`src/hdl/urdc_pkg.sv`:
```
// Package for the register datagram framer with CRC-8.
// Holds the command and entry codes, the queue entry type and the CRC-8 byte update.
// No dependencies.
package urdc_pkg;

    localparam logic [1:0] CMD_READ  = 2'd0;
    localparam logic [1:0] CMD_WRITE = 2'd1;
    localparam logic [1:0] CMD_REPLY = 2'd2;
    localparam logic [1:0] CMD_NONE  = 2'd3;

    localparam logic [7:0] SYNC_BYTE  = 8'h55;
    localparam logic [7:0] WRITE_FLAG = 8'h80;
    localparam logic [7:0] CRC_POLY   = 8'h07;

    localparam logic [2:0] READ_LAST_IDX  = 3'd3;
    localparam logic [2:0] WRITE_LAST_IDX = 3'd7;
    localparam logic [2:0] REPLY_LAST_CNT = 3'd7;
    localparam logic [2:0] REPLY_VALUE_CNT = 3'd3;

    localparam int QUEUE_DEPTH = 4;
    localparam int PTR_W       = $clog2(QUEUE_DEPTH);
    localparam int CNT_W       = PTR_W + 1;

    typedef struct packed {
        logic [1:0]  kind;
        logic [7:0]  node_address;
        logic [6:0]  register_address;
        logic [31:0] data;
        logic        reply_done;
        logic        reply_crc_ok;
    } entry_t;

    // One byte through the CRC-8, least significant bit first.
    function automatic logic [7:0] crc8_feed(input logic [7:0] crc_in, input logic [7:0] data);
        logic [7:0] c;
        logic [7:0] b;
        c = crc_in;
        b = data;
        for (int k = 0; k < 8; k++)
        begin
            if (c[7] ^ b[0])
            begin
                c = {c[6:0], 1'b0} ^ CRC_POLY;
            end
            else
            begin
                c = {c[6:0], 1'b0};
            end
            b = {1'b0, b[7:1]};
        end
        return c;
    endfunction

endpackage

```
`src/hdl/urdc_req_if.sv`:
```
// Request channel of the datagram framer: valid, ready and the request fields.
// Depends on nothing.
interface urdc_req_if;
    logic        valid;
    logic        ready;
    logic [1:0]  command;
    logic [7:0]  node_address;
    logic [6:0]  register_address;
    logic [31:0] write_value;
    logic [7:0]  rx_byte;

    modport source (output valid, output command, output node_address,
                    output register_address, output write_value, output rx_byte,
                    input ready);
    modport sink (input valid, input command, input node_address,
                  input register_address, input write_value, input rx_byte,
                  output ready);
endinterface

```
`src/hdl/urdc_rsp_if.sv`:
```
// Result channel of the datagram framer: valid, ready and the result fields.
// Depends on nothing.
interface urdc_rsp_if;
    logic        valid;
    logic        ready;
    logic [7:0]  tx_byte;
    logic        tx_valid;
    logic        tx_last;
    logic [31:0] reply_value;
    logic        reply_done;
    logic        reply_crc_ok;

    modport source (output valid, output tx_byte, output tx_valid, output tx_last,
                    output reply_value, output reply_done, output reply_crc_ok,
                    input ready);
    modport sink (input valid, input tx_byte, input tx_valid, input tx_last,
                  input reply_value, input reply_done, input reply_crc_ok,
                  output ready);
endinterface

```
`src/hdl/uart_register_datagram_crc8.sv`:
```
// Register datagram framer with CRC-8 (polynomial 0x07, LSB-first bytes).
// Request channel req: command 0 reads, 1 writes, 2 hands in one reply byte.
// Result channel rsp: one transfer per datagram byte, or one per reply byte.
// A read request gives four byte transfers, a write request eight, the last
// marked by tx_last and carrying the CRC. Each reply byte gives one transfer
// with tx_valid low; the eighth carries reply_value, reply_done and
// reply_crc_ok. A read request clears the reply count.
// Each read, write or reply request is written into the queue; the output
// register loads each result from the queue head, and it transfers when
// rsp.ready is high. Throughput: one result transfer per cycle while rsp.ready
// is high and the queue is not empty; a write request occupies the back end
// for eight transfers, a read for four, a reply byte for one. A four-entry
// queue lets requests be taken while the back end is busy. Reset empties the
// queue and the output register and zeroes the reply state. When rsp stalls,
// the output holds, the queue fills and req.ready drops once four entries wait.
// Depends on urdc_pkg, urdc_req_if, urdc_rsp_if, urdc_front, urdc_queue, urdc_back.
module uart_register_datagram_crc8
    import urdc_pkg::*;
(
    input  logic        clk,
    input  logic        rst_n,
    urdc_req_if.sink    req,
    urdc_rsp_if.source  rsp
);

    logic   push, pop, queue_full, queue_empty;
    entry_t push_entry, head;

    urdc_front u_front (
        .clk        (clk),
        .rst_n      (rst_n),
        .req        (req),
        .queue_full (queue_full),
        .push       (push),
        .push_entry (push_entry)
    );

    urdc_queue u_queue (
        .clk        (clk),
        .rst_n      (rst_n),
        .push       (push),
        .push_entry (push_entry),
        .pop        (pop),
        .full       (queue_full),
        .empty      (queue_empty),
        .head       (head)
    );

    urdc_back u_back (
        .clk         (clk),
        .rst_n       (rst_n),
        .queue_empty (queue_empty),
        .head        (head),
        .pop         (pop),
        .rsp         (rsp)
    );

endmodule

```
`src/hdl/urdc_front.sv`:
```
// Front end: accepts requests, tracks the reply byte count, CRC and value,
// and builds queue entries. Depends on urdc_pkg and urdc_req_if.
module urdc_front
    import urdc_pkg::*;
(
    input  logic         clk,
    input  logic         rst_n,
    urdc_req_if.sink     req,
    input  logic         queue_full,
    output logic         push,
    output entry_t       push_entry
);

    logic [2:0]  reply_count_reg, reply_count_next;
    logic [7:0]  reply_crc_reg, reply_crc_next;
    logic [31:0] reply_shift_reg, reply_shift_next;
    logic        take;
    logic [7:0]  crc_upd;

    assign req.ready = !queue_full;
    assign take      = req.valid && req.ready;
    assign push      = take && (req.command != CMD_NONE);
    assign crc_upd   = crc8_feed(reply_crc_reg, req.rx_byte);

    always_comb
    begin
        reply_count_next = reply_count_reg;
        reply_crc_next   = reply_crc_reg;
        reply_shift_next = reply_shift_reg;
        push_entry.kind             = req.command;
        push_entry.node_address     = req.node_address;
        push_entry.register_address = req.register_address;
        push_entry.data             = req.write_value;
        push_entry.reply_done       = 1'b0;
        push_entry.reply_crc_ok     = 1'b0;
        if (take)
        begin
            unique case (req.command)
                CMD_READ:
                begin
                    reply_count_next = '0;
                    reply_crc_next   = '0;
                    reply_shift_next = '0;
                end
                CMD_REPLY:
                begin
                    push_entry.data = '0;
                    if (reply_count_reg != REPLY_LAST_CNT)
                    begin
                        reply_crc_next = crc_upd;
                        if (reply_count_reg >= REPLY_VALUE_CNT)
                        begin
                            reply_shift_next = {reply_shift_reg[23:0], req.rx_byte};
                        end
                        reply_count_next = reply_count_reg + 3'd1;
                    end
                    else
                    begin
                        push_entry.data         = reply_shift_reg;
                        push_entry.reply_done   = 1'b1;
                        push_entry.reply_crc_ok = (req.rx_byte == reply_crc_reg);
                        reply_count_next = '0;
                        reply_crc_next   = '0;
                        reply_shift_next = '0;
                    end
                end
                default:
                begin
                end
            endcase
        end
    end

    always_ff @(posedge clk or negedge rst_n)
    begin
        if (!rst_n)
        begin
            reply_count_reg <= '0;
            reply_crc_reg   <= '0;
            reply_shift_reg <= '0;
        end
        else
        begin
            reply_count_reg <= reply_count_next;
            reply_crc_reg   <= reply_crc_next;
            reply_shift_reg <= reply_shift_next;
        end
    end

endmodule

```
`src/hdl/urdc_queue.sv`:
```
// Short queue of classified entries between the front and back ends.
// Depends on urdc_pkg.
module urdc_queue
    import urdc_pkg::*;
(
    input  logic   clk,
    input  logic   rst_n,
    input  logic   push,
    input  entry_t push_entry,
    input  logic   pop,
    output logic   full,
    output logic   empty,
    output entry_t head
);

    entry_t             slot_reg [QUEUE_DEPTH];
    logic [PTR_W-1:0]   wr_ptr_reg, rd_ptr_reg;
    logic [CNT_W-1:0]   count_reg;
    logic               do_push, do_pop;

    assign full    = (count_reg == CNT_W'(QUEUE_DEPTH));
    assign empty   = (count_reg == '0);
    assign head    = slot_reg[rd_ptr_reg];
    assign do_push = push && !full;
    assign do_pop  = pop && !empty;

    always_ff @(posedge clk)
    begin
        if (do_push)
        begin
            slot_reg[wr_ptr_reg] <= push_entry;
        end
    end

    always_ff @(posedge clk or negedge rst_n)
    begin
        if (!rst_n)
        begin
            wr_ptr_reg <= '0;
            rd_ptr_reg <= '0;
            count_reg  <= '0;
        end
        else
        begin
            if (do_push)
            begin
                wr_ptr_reg <= wr_ptr_reg + PTR_W'(1);
            end
            if (do_pop)
            begin
                rd_ptr_reg <= rd_ptr_reg + PTR_W'(1);
            end
            count_reg <= count_reg + CNT_W'(do_push) - CNT_W'(do_pop);
        end
    end

endmodule

```
`src/hdl/urdc_back.sv`:
```
// Back end: serializes datagrams one byte per transfer with a running CRC-8
// and forwards reply results. Depends on urdc_pkg and urdc_rsp_if.
module urdc_back
    import urdc_pkg::*;
(
    input  logic        clk,
    input  logic        rst_n,
    input  logic        queue_empty,
    input  entry_t      head,
    output logic        pop,
    urdc_rsp_if.source  rsp
);

    logic [2:0]  idx_reg;
    logic [7:0]  crc_reg;
    logic        out_valid_reg;
    logic [7:0]  tx_byte_reg;
    logic        tx_valid_reg, tx_last_reg;
    logic [31:0] reply_value_reg;
    logic        reply_done_reg, reply_crc_ok_reg;

    logic        advance, is_reply, is_write, at_last;
    logic [2:0]  last_idx;
    logic [7:0]  cur_byte;

    assign advance  = !out_valid_reg || rsp.ready;
    assign is_reply = (head.kind == CMD_REPLY);
    assign is_write = (head.kind == CMD_WRITE);
    assign last_idx = is_write ? WRITE_LAST_IDX : READ_LAST_IDX;
    assign at_last  = (idx_reg == last_idx);
    assign pop      = advance && !queue_empty && (is_reply || at_last);

    always_comb
    begin
        unique case (idx_reg)
            3'd0: cur_byte = SYNC_BYTE;
            3'd1: cur_byte = head.node_address;
            3'd2: cur_byte = {is_write, head.register_address};
            3'd3: cur_byte = is_write ? head.data[31:24] : crc_reg;
            3'd4: cur_byte = head.data[23:16];
            3'd5: cur_byte = head.data[15:8];
            3'd6: cur_byte = head.data[7:0];
            default: cur_byte = crc_reg;
        endcase
    end

    always_ff @(posedge clk or negedge rst_n)
    begin
        if (!rst_n)
        begin
            idx_reg       <= '0;
            crc_reg       <= '0;
            out_valid_reg <= 1'b0;
        end
        else if (advance)
        begin
            out_valid_reg <= !queue_empty;
            if (!queue_empty && !is_reply)
            begin
                if (at_last)
                begin
                    idx_reg <= '0;
                    crc_reg <= '0;
                end
                else
                begin
                    idx_reg <= idx_reg + 3'd1;
                    crc_reg <= crc8_feed(crc_reg, cur_byte);
                end
            end
        end
    end

    // Result payload follows the output register; it needs no reset.
    always_ff @(posedge clk)
    begin
        if (advance && !queue_empty)
        begin
            if (is_reply)
            begin
                tx_byte_reg      <= '0;
                tx_valid_reg     <= 1'b0;
                tx_last_reg      <= 1'b0;
                reply_value_reg  <= head.data;
                reply_done_reg   <= head.reply_done;
                reply_crc_ok_reg <= head.reply_crc_ok;
            end
            else
            begin
                tx_byte_reg      <= cur_byte;
                tx_valid_reg     <= 1'b1;
                tx_last_reg      <= at_last;
                reply_value_reg  <= '0;
                reply_done_reg   <= 1'b0;
                reply_crc_ok_reg <= 1'b0;
            end
        end
    end

    assign rsp.valid        = out_valid_reg;
    assign rsp.tx_byte      = tx_byte_reg;
    assign rsp.tx_valid     = tx_valid_reg;
    assign rsp.tx_last      = tx_last_reg;
    assign rsp.reply_value  = reply_value_reg;
    assign rsp.reply_done   = reply_done_reg;
    assign rsp.reply_crc_ok = reply_crc_ok_reg;

endmodule

```
`src/flat_wrapper.sv`:
```
// flat-port wrapper written by rule: the top's interface ports become plain ports
module uart_register_datagram_crc8_flat import urdc_pkg::*;
  (clk, rst_n, req_valid, req_command, req_node_address, req_register_address, req_write_value, req_rx_byte, req_ready, rsp_valid, rsp_tx_byte, rsp_tx_valid, rsp_tx_last, rsp_reply_value, rsp_reply_done, rsp_reply_crc_ok, rsp_ready);
  urdc_req_if req_i ();
  urdc_rsp_if rsp_i ();
  input  logic clk;
  input  logic rst_n;
  input wire logic [$bits(req_i.valid)-1:0] req_valid;
  input wire logic [$bits(req_i.command)-1:0] req_command;
  input wire logic [$bits(req_i.node_address)-1:0] req_node_address;
  input wire logic [$bits(req_i.register_address)-1:0] req_register_address;
  input wire logic [$bits(req_i.write_value)-1:0] req_write_value;
  input wire logic [$bits(req_i.rx_byte)-1:0] req_rx_byte;
  output wire logic [$bits(req_i.ready)-1:0] req_ready;
  output wire logic [$bits(rsp_i.valid)-1:0] rsp_valid;
  output wire logic [$bits(rsp_i.tx_byte)-1:0] rsp_tx_byte;
  output wire logic [$bits(rsp_i.tx_valid)-1:0] rsp_tx_valid;
  output wire logic [$bits(rsp_i.tx_last)-1:0] rsp_tx_last;
  output wire logic [$bits(rsp_i.reply_value)-1:0] rsp_reply_value;
  output wire logic [$bits(rsp_i.reply_done)-1:0] rsp_reply_done;
  output wire logic [$bits(rsp_i.reply_crc_ok)-1:0] rsp_reply_crc_ok;
  input wire logic [$bits(rsp_i.ready)-1:0] rsp_ready;
  assign req_i.valid = req_valid;
  assign req_i.command = req_command;
  assign req_i.node_address = req_node_address;
  assign req_i.register_address = req_register_address;
  assign req_i.write_value = req_write_value;
  assign req_i.rx_byte = req_rx_byte;
  assign req_ready = req_i.ready;
  assign rsp_valid = rsp_i.valid;
  assign rsp_tx_byte = rsp_i.tx_byte;
  assign rsp_tx_valid = rsp_i.tx_valid;
  assign rsp_tx_last = rsp_i.tx_last;
  assign rsp_reply_value = rsp_i.reply_value;
  assign rsp_reply_done = rsp_i.reply_done;
  assign rsp_reply_crc_ok = rsp_i.reply_crc_ok;
  assign rsp_i.ready = rsp_ready;
  uart_register_datagram_crc8 u_core (.clk(clk), .rst_n(rst_n), .req(req_i), .rsp(rsp_i));
endmodule
```
`config.mk`:
```
export PLATFORM = sky130hd
export DESIGN_NAME = uart_register_datagram_crc8_flat
export DESIGN_NICKNAME = d
export VERILOG_FILES = /design/src/hdl/urdc_pkg.sv /design/src/hdl/urdc_req_if.sv /design/src/hdl/urdc_rsp_if.sv /design/src/hdl/uart_register_datagram_crc8.sv /design/src/hdl/urdc_front.sv /design/src/hdl/urdc_queue.sv /design/src/hdl/urdc_back.sv /design/src/flat_wrapper.sv
export SDC_FILE = /design/constraint.sdc
export NUM_CORES = 1
export LEC_CHECK = 0
export CAP_MARGIN = 20
export CORE_ASPECT_RATIO = 0.6
export CORE_MARGIN = 10
export CORE_UTILIZATION = 57
export CTS_CLUSTER_DIAMETER = 200
export DETAILED_ROUTE_END_ITERATION = 8
export DONT_BUFFER_PORTS = 1
export PLACE_DENSITY = 0.79
export SLEW_MARGIN = 30
export SYNTH_ARGS = -nofsm -noshare
export SYNTH_HDL_FRONTEND = slang
export SYNTH_HIERARCHICAL = 1
export SYNTH_SLANG_ARGS = --single-unit
```
`constraint.sdc`:
```
create_clock -name clk -period 4.51 [get_ports clk]
set_input_delay 1.353 -clock clk [delete_from_list [all_inputs] [get_ports clk]]
set_output_delay 1.353 -clock clk [all_outputs]
set_load 0.02 [all_outputs]
```
=== Yosys cells after proc, flatten, opt, wreduce, memory -nomap -nowiden ===
Memory sizes are Yosys's and may differ from the RTL's.
Cells that the tools add are included.
Widths: inputs -> output; s select.

* Bits in writable memories: 204
* Input port bits: 61
* Logic and storage cells: 145
* Output and inout port bits: 46
* Register bits after elaboration: 106
* Memories: 1

* Bitwise operators: 32
* Order comparisons: 1
* Reduce and logical (&&, ||, !) cells: 20
* $add $sub $neg: 6
* Muxes and demuxes: 55
* Equality and inequality tests: 15

{| class="wikitable"
|+ Memories
! memory !! words !! width !! read ports !! clocked after Yosys merged registers in !! wr ports !! RTL line !! text
|-
| u_core.u_queue.slot_reg || 4 || 51 || 1 || 0 || 1 || urdc_queue.sv:16 || <nowiki>entry_t slot_reg [QUEUE_DEPTH];</nowiki>
|}

{| class="wikitable"
|+ Operator list
! kind !! number
|-
| $mux 8 || 24
|-
| $mux 34 || 3
|-
| $mux 32 || 2
|-
| $pmux 32 s2 || 1
|-
| $mux 3 || 19
|-
| $pmux 8 s7 || 1
|-
| $not 3->3 || 16
|-
| $pmux 8 s2 || 1
|-
| $xor 1x1->1 || 16
|-
| $eq 3x3->1 const B || 4
|-
| $eq 8x8->1 || 1
|-
| $logic_and 1x1->1 || 7
|-
| $add 3x1->3 const B || 2
|-
| $eq 3x2->1 const B || 2
|-
| $logic_not 3->1 || 2
|-
| $ne 3x3->1 const B || 2
|-
| $pmux 3 s2 || 1
|-
| $add 2x1->2 const B || 2
|-
| $eq 2x2->1 const B || 2
|-
| $logic_not 1->1 || 4
|-
| $reduce_and 2->1 || 2
|-
| $add 3x1->3 || 1
|-
| $eq 3x1->1 const B || 1
|-
| $eq 3x3->1 || 1
|-
| 9 further kinds || 12
|}

=== Depth between registers and ports, before layout ===
An unclocked memory read counts as a cell.

* Word-level depth: 42
* Mapped depth: 16
* Depth with buffers taken out: 13

=== Hierarchy ===
Netlist, hierarchy kept.

{| class="wikitable"
|+ By module, submodules not included
! module !! area an instance (um2) !! times used !! sequential area each (um2) !! cells an instance
|-
| urdc_queue || 7888.8 || 1 || 6301.0 || 308
|-
| urdc_back || 3065.4 || 1 || 1621.6 || 259
|-
| urdc_front || 2627.5 || 1 || 1076.0 || 286
|}

=== Worst setup path after synthesis ===
Ideal clock, no wire load.

* Path kind: input to register
* Start point: input rsp_ready
* End point: register u_core.u_queue.count_reg[2]
* Required time: 4.387 ns
* Stages: 11
* Buffers on the path: 0
* Arrival: 5.052 ns
* Slack: -0.665 ns
* Setup time: 0.123 ns
* Cells stage by stage: nand2b_1 -> nor2b_1 -> a21boi_0 -> o31ai_1 -> inv_1 -> ha_1 -> inv_1 -> ha_1 -> fa_1 -> xnor2_1 -> xnor2_1

* Word-level cells in the longest chain between the ends: 5

{| class="wikitable"
|+ Ends and longest elaborated chain
! element !! RTL line !! text
|-
| start, declared || flat_wrapper.sv:22 || <nowiki>input wire logic [$bits(rsp_i.ready)-1:0] rsp_ready;</nowiki>
|-
| $logic_or 1x1->1 || urdc_back.sv:26 || <nowiki>assign advance = !out_valid_reg || rsp.ready;</nowiki>
|-
| $logic_and 1x1->1 (2 in a row) || urdc_back.sv:31 || <nowiki>assign pop = advance && !queue_empty && (is_reply || at_last);</nowiki>
|-
| named net u_core.pop || uart_register_datagram_crc8.sv:26 || <nowiki>logic push, pop, queue_full, queue_empty;</nowiki>
|-
| $logic_and 1x1->1 || urdc_queue.sv:25 || <nowiki>assign do_pop = pop && !empty;</nowiki>
|-
| named net u_core.u_queue.do_pop || urdc_queue.sv:19 || <nowiki>logic do_push, do_pop;</nowiki>
|-
| $sub 3x1->3 || urdc_queue.sv:53 || <nowiki>count_reg <= count_reg + CNT_W'(do_push) - CNT_W'(do_pop);</nowiki>
|-
| end signal, assigned || urdc_queue.sv:53 ||
|-
| end, declared || urdc_queue.sv:18 || <nowiki>logic [CNT_W-1:0] count_reg;</nowiki>
|}

The timed path passes the listed nets, and every way through them passes these cells.
A chain may end at the register's enable or synchronous reset.

==> results.md <==
- The total via count in the routed design is roughly 7,300.
- The initial detailed-routing violation count is about 880.
- The final global-route overflow total is 0.
- After routing the design area is approximately 15,000 sq um.
- Setup repair after global routing left no endpoint under its margin.
- Clock tree synthesis selected as its root buffer the cell sky130_fd_sc_hd__clkbuf_16.
- The starting utilization of the core area is approximately three fifths.
- Walking the worst path, the cells encountered are mux4_1, nand2b_1, nor2_1, o21ai_0, a21boi_0, o31ai_1, inv_1, ha_1, inv_1, ha_1, fa_1, xnor2_1, xnor2_1.
- Global routing consumed, over all layers together, between 10% and 20% of the routing resources.
- The number of placed I/O pins is 107.
- The buffer count from post-CTS setup fixing is 0.
- The relative contribution of the clock network to total power is approximately 21%.
- The post-layout net count is 910.
- The worst slew slack as a fraction of its limit is 46.45%.
- The count of input and output buffers is 0.
- The critical path in this run is classified as register to register.
- Summed over its instances, the top area cell type makes up between 50% and 60% of the synthesized netlist area.
- The number of cells traversed by the worst register-to-register path is 13.
- The largest net degree at the start of global routing is 63.
- The final number of max-transition violations was 0.
- STA puts the critical path data required time at 4.98 ns.
- The net switching component of the power is roughly 0.0038 W.
- The placeable core region is ~23,000 sq um.
- The internal portion of the total power is about 0.0068 W.
- Counting every net in the synthesized netlist gives between 900 and 1,000.
- Yosys attributes the largest share of cell area to sky130_fd_sc_hd__edfxtp_1, sky130_fd_sc_hd__dfrtp_1, sky130_fd_sc_hd__mux4_2.
- The share of post-route cells with drive strength above 1 is ~16%.
- STA classifies the critical path endpoint as a register.
- The initial antenna violation count is 1.
- The slowest library cell on the worst path is sky130_fd_sc_hd__mux4_1.
- In this run the power density over the cells is between 700 and 800 nW/um^2.
- The startpoint of the most critical register-to-register path is u_core/u_queue/rd_ptr_reg[0]$_DFFE_PN0P_.
- For the finished layout, the period the worst path requires is about 3.7 ns.
- STA classifies the critical path startpoint as a register.
- The number of distinct library cells after synthesis is 70.
- From left edge to right edge, the die measures roughly 220 um.
- Routability-driven placement finished with a final weighted congestion of slightly above 0.9.
- The worst register-to-register path ends at u_core/u_queue/count_reg[2]$_DFF_PN0_.
- The number of clock buffers added by TritonCTS is 27.
- The largest vdd supply drop is about 0.34 mV.
- The delay of the slowest cell on the worst path is around 0.66 ns.
- The H-tree level count is 1.
- The transition time of the tightest slew-check pin is about 0.80 ns.
- The sum of negative setup slack is 0 ns.
- The register area share after synthesis is between 60% and 70%.
- After clock tree synthesis, the clock-pin slew on the worst setup and hold paths is 0.07 ns.
- The post-detailed-route wirelength per cell is ~26 um.
- Sequential cells burn 42.0% of the power.
- Yosys printed 6 warnings.
- The first global-routing pass estimated 45,660 um of wire.
- The worst hold path class is input pin to async pin.
- The floorplan step defined a die boundary enclosing 30,600 sq um.
- In this run switching power makes up roughly 36% of total power.
- The leakage power of the design is 5.170 nW.
- The final hold violation count is 0.
- The netlist area before placement is 13,580 sq um.
- Of all flip-flops after synthesis, the portion carrying an async set or reset was 20.00%.
- The post-detailed-route DRC marker count is 0.
- The clock drives 310 sinks.
- The count of cells resized by post-cts repair is 0.
- The register with the most flip-flops in the layout has between 200 and 250 of them.
- In this run the remaining antenna-violating nets after routing total 0.
- Of the total power, combinational logic draws 37.3%.
- The initialized floorplan defines 43 standard-cell rows.
- Setup violations remaining at the end of the flow were counted as 0.
- The detailed-router iteration count before antenna repair is 6.
- Of the available clock period, the critical path in the final layout requires between 80% and 90%.
- The fmax is 272.2 MHz.
- The tool flagged a number of max-cap violations equal to 0.
- The growth of design area from synthesis to finish is 6.983%.
- In the synthesized netlist the dominant register cell turns out to be sky130_fd_sc_hd__edfxtp_1.
- Setup slack on the worst reg-to-reg path comes out at about 0.84 ns.
- The number of enable-type register cells in the synthesized netlist is approximately 250.
- The TritonCTS clock tree is done.
- The detailed placement HPWL is 20,900 um.
- The arrival time at the worst endpoint is 4.14 ns.
- The hold buffer count at cts is 0.
- The post-synthesis cell type with the largest combined area is sky130_fd_sc_hd__edfxtp_1.
- The number of buffers on the longest clock path is 3.
- The mean area per synthesized cell is 15.92 sq um.
- The detailed-route vias per instance is 6.199.
- In this run the worst path has a maximum fanout of 9.
- The routed wire length is 30,140 um.
- The post-placement cell area is about 14,000 sq um.
- Clock latency on the worst-skew pair, taken at its later pin, is between 0.5 and 0.6 ns.
- The floorplan step set the die height to around 140 um.
- The number of global-route vias before repair is 7,137.
- Between clock sinks in the finished design, the worst skew comes to 0.009781 ns.
- The flow ran to the end, and the final reports show no timing, DRC or antenna violations.
- Synthesis inferred 310 register bits.
- In the synthesized netlist, the number of instances is 853.
[Yosys cell counts (3+ instances only)]
| library cell | instances |
|---|---|
| sky130_fd_sc_hd__a21oi_1 | 5 |
| sky130_fd_sc_hd__a221oi_1 | 3 |
| sky130_fd_sc_hd__a22o_1 | 34 |
| sky130_fd_sc_hd__a31oi_1 | 4 |
| sky130_fd_sc_hd__and2_1 | 37 |
| sky130_fd_sc_hd__and3_1 | 5 |
| sky130_fd_sc_hd__and3b_1 | 4 |
| sky130_fd_sc_hd__buf_12 | 5 |
| sky130_fd_sc_hd__buf_2 | 12 |
| sky130_fd_sc_hd__buf_4 | 21 |
| sky130_fd_sc_hd__buf_6 | 4 |
| sky130_fd_sc_hd__clkbuf_1 | 20 |
| sky130_fd_sc_hd__dfrtp_1 | 62 |
| sky130_fd_sc_hd__edfxtp_1 | 248 |
| sky130_fd_sc_hd__ha_1 | 14 |
| sky130_fd_sc_hd__inv_1 | 16 |
| sky130_fd_sc_hd__mux2_2 | 12 |
| sky130_fd_sc_hd__mux2i_1 | 5 |
| sky130_fd_sc_hd__mux4_1 | 3 |
| sky130_fd_sc_hd__mux4_2 | 48 |
| sky130_fd_sc_hd__nand2_1 | 95 |
| sky130_fd_sc_hd__nand2b_1 | 10 |
| sky130_fd_sc_hd__nand3_1 | 10 |
| sky130_fd_sc_hd__nor2_1 | 14 |
| sky130_fd_sc_hd__nor2b_1 | 3 |
| sky130_fd_sc_hd__o211ai_1 | 4 |
| sky130_fd_sc_hd__o21ai_0 | 48 |
| sky130_fd_sc_hd__o311ai_0 | 3 |
| sky130_fd_sc_hd__or3_1 | 4 |
| sky130_fd_sc_hd__xnor2_1 | 38 |
| sky130_fd_sc_hd__xnor3_1 | 5 |
| sky130_fd_sc_hd__xor2_1 | 9 |
[layout make-up]
cell class / count / area (sq um)
diodes: 2 / 5.005
clock buffers: 38 / 778.2
clock inverters: 12 / 62.56
fillers: 1668 / 8712
inverters: 17 / 63.81
multi-input cells: 462 / 4090
flip-flops and latches: 310 / 9004
well taps: 315 / 394.1
repair buffers: 16 / 132.6
[kinds of logic (layout without fill, tap and decap cells)]
kind of cell	count (synthesis)	count (layout)	synth area share (%)
adder cells (fa/ha/maj)	15	15	1.437
other	0	2	0
buffers and inverters	81	83	3.749
multiplexers	69	69	10.01
flip-flops	310	310	66.26
AO/OA/AOI/OAI	123	123	6.467
XOR/XNOR	56	56	4.505
AND/OR/NAND/NOR	199	199	7.573
[critical path: cells and delay by family, from the launching register on]
family | cells | cell delay [ns]
buffers and inverters | 2 | 0.14
AND/OR/NAND/NOR | 2 | 0.32
AO/OA/AOI/OAI | 3 | 0.65
adder cells (fa/ha/maj) | 3 | 0.93
XOR/XNOR | 2 | 0.38
flip-flops | 1 | 0.52
multiplexers | 1 | 0.66
[through the flow]
step           hold slack, ns  instances  worst slack, ns  utilization [%]  total power [W]
5_1_grt                0.4678       1170           0.5761            62.49          0.01119
3_3_place_gp           0.4862       1120            1.068            58.87         0.008333
2_1_floorplan          0.4662        853           0.2114                -         0.007545
4_1_cts                0.4746       1170           0.8585            62.49          0.01067
3_5_place_dp           0.4815       1120            1.022            58.87         0.008445
6_report               0.4979       1172           0.8357            62.52          0.01065
[power by group through the flow]
stage               Clock [W]  Sequential (W)  Combinational [W]
floorplan                   0         0.00435            0.00319
global placement            0         0.00450            0.00384
detailed placement          0         0.00453            0.00391
CTS                   0.00224         0.00448            0.00395
global route          0.00236         0.00453            0.00429
finish                0.00220         0.00447            0.00398
[worst max path at each step]
| stage | startpoint | endpoint | slack, ns | depth (start not counted) |
|---|---|---|---|---|
| 4_1_cts | u_core/u_queue/rd_ptr_reg[0]$_DFFE_PN0P_ | u_core/u_queue/count_reg[2]$_DFF_PN0_ | 0.86 | 13 |
| 2_1_floorplan | rsp_ready | u_core/u_queue/count_reg[2]$_DFF_PN0_ | 0.21 | 11 |
| 3_5_place_dp | u_core/u_queue/rd_ptr_reg[0]$_DFFE_PN0P_ | u_core/u_queue/count_reg[2]$_DFF_PN0_ | 1.02 | 13 |
| 6_report | u_core/u_queue/rd_ptr_reg[0]$_DFFE_PN0P_ | u_core/u_queue/count_reg[2]$_DFF_PN0_ | 0.84 | 13 |
| 5_1_grt | u_core/u_queue/rd_ptr_reg[0]$_DFFE_PN0P_ | u_core/u_queue/count_reg[2]$_DFF_PN0_ | 0.58 | 13 |
| 3_3_place_gp | u_core/u_queue/rd_ptr_reg[0]$_DFFE_PN0P_ | u_core/u_back/crc_reg[2]$_DFFE_PN0P_ | 1.07 | 10 |
[metal layers]
layer	wire, um	GRT usage, %	part of all wire, %	vias to the layer above
met3	3693	7.424	12	42
met4	474	3.614	1.6	0
met1	12600	27.60	42	3655
li1	-	-	-	3180
met2	13370	28.72	44	388
met5	0	0	0	-
[layout by cell type (no fill, tap or decap), types with 5 or more instances in the layout]
cell	instances
sky130_fd_sc_hd__nand2_1	95
sky130_fd_sc_hd__a21oi_1	5
sky130_fd_sc_hd__nor2_1	14
sky130_fd_sc_hd__a22o_1	34
sky130_fd_sc_hd__edfxtp_1	248
sky130_fd_sc_hd__mux2_2	12
sky130_fd_sc_hd__nand3_1	10
sky130_fd_sc_hd__mux2i_1	5
sky130_fd_sc_hd__clkbuf_1	6
sky130_fd_sc_hd__xnor3_1	5
sky130_fd_sc_hd__and3_1	5
sky130_fd_sc_hd__and2_1	37
sky130_fd_sc_hd__mux4_2	48
sky130_fd_sc_hd__o21ai_0	48
sky130_fd_sc_hd__nand2b_1	10
sky130_fd_sc_hd__clkbuf_16	28
sky130_fd_sc_hd__xor2_1	9
sky130_fd_sc_hd__ha_1	14
sky130_fd_sc_hd__buf_4	15
sky130_fd_sc_hd__dfrtp_1	60
sky130_fd_sc_hd__inv_1	16
sky130_fd_sc_hd__clkinv_1	6
sky130_fd_sc_hd__xnor2_1	38
Power figures use the tool's default switching activity.
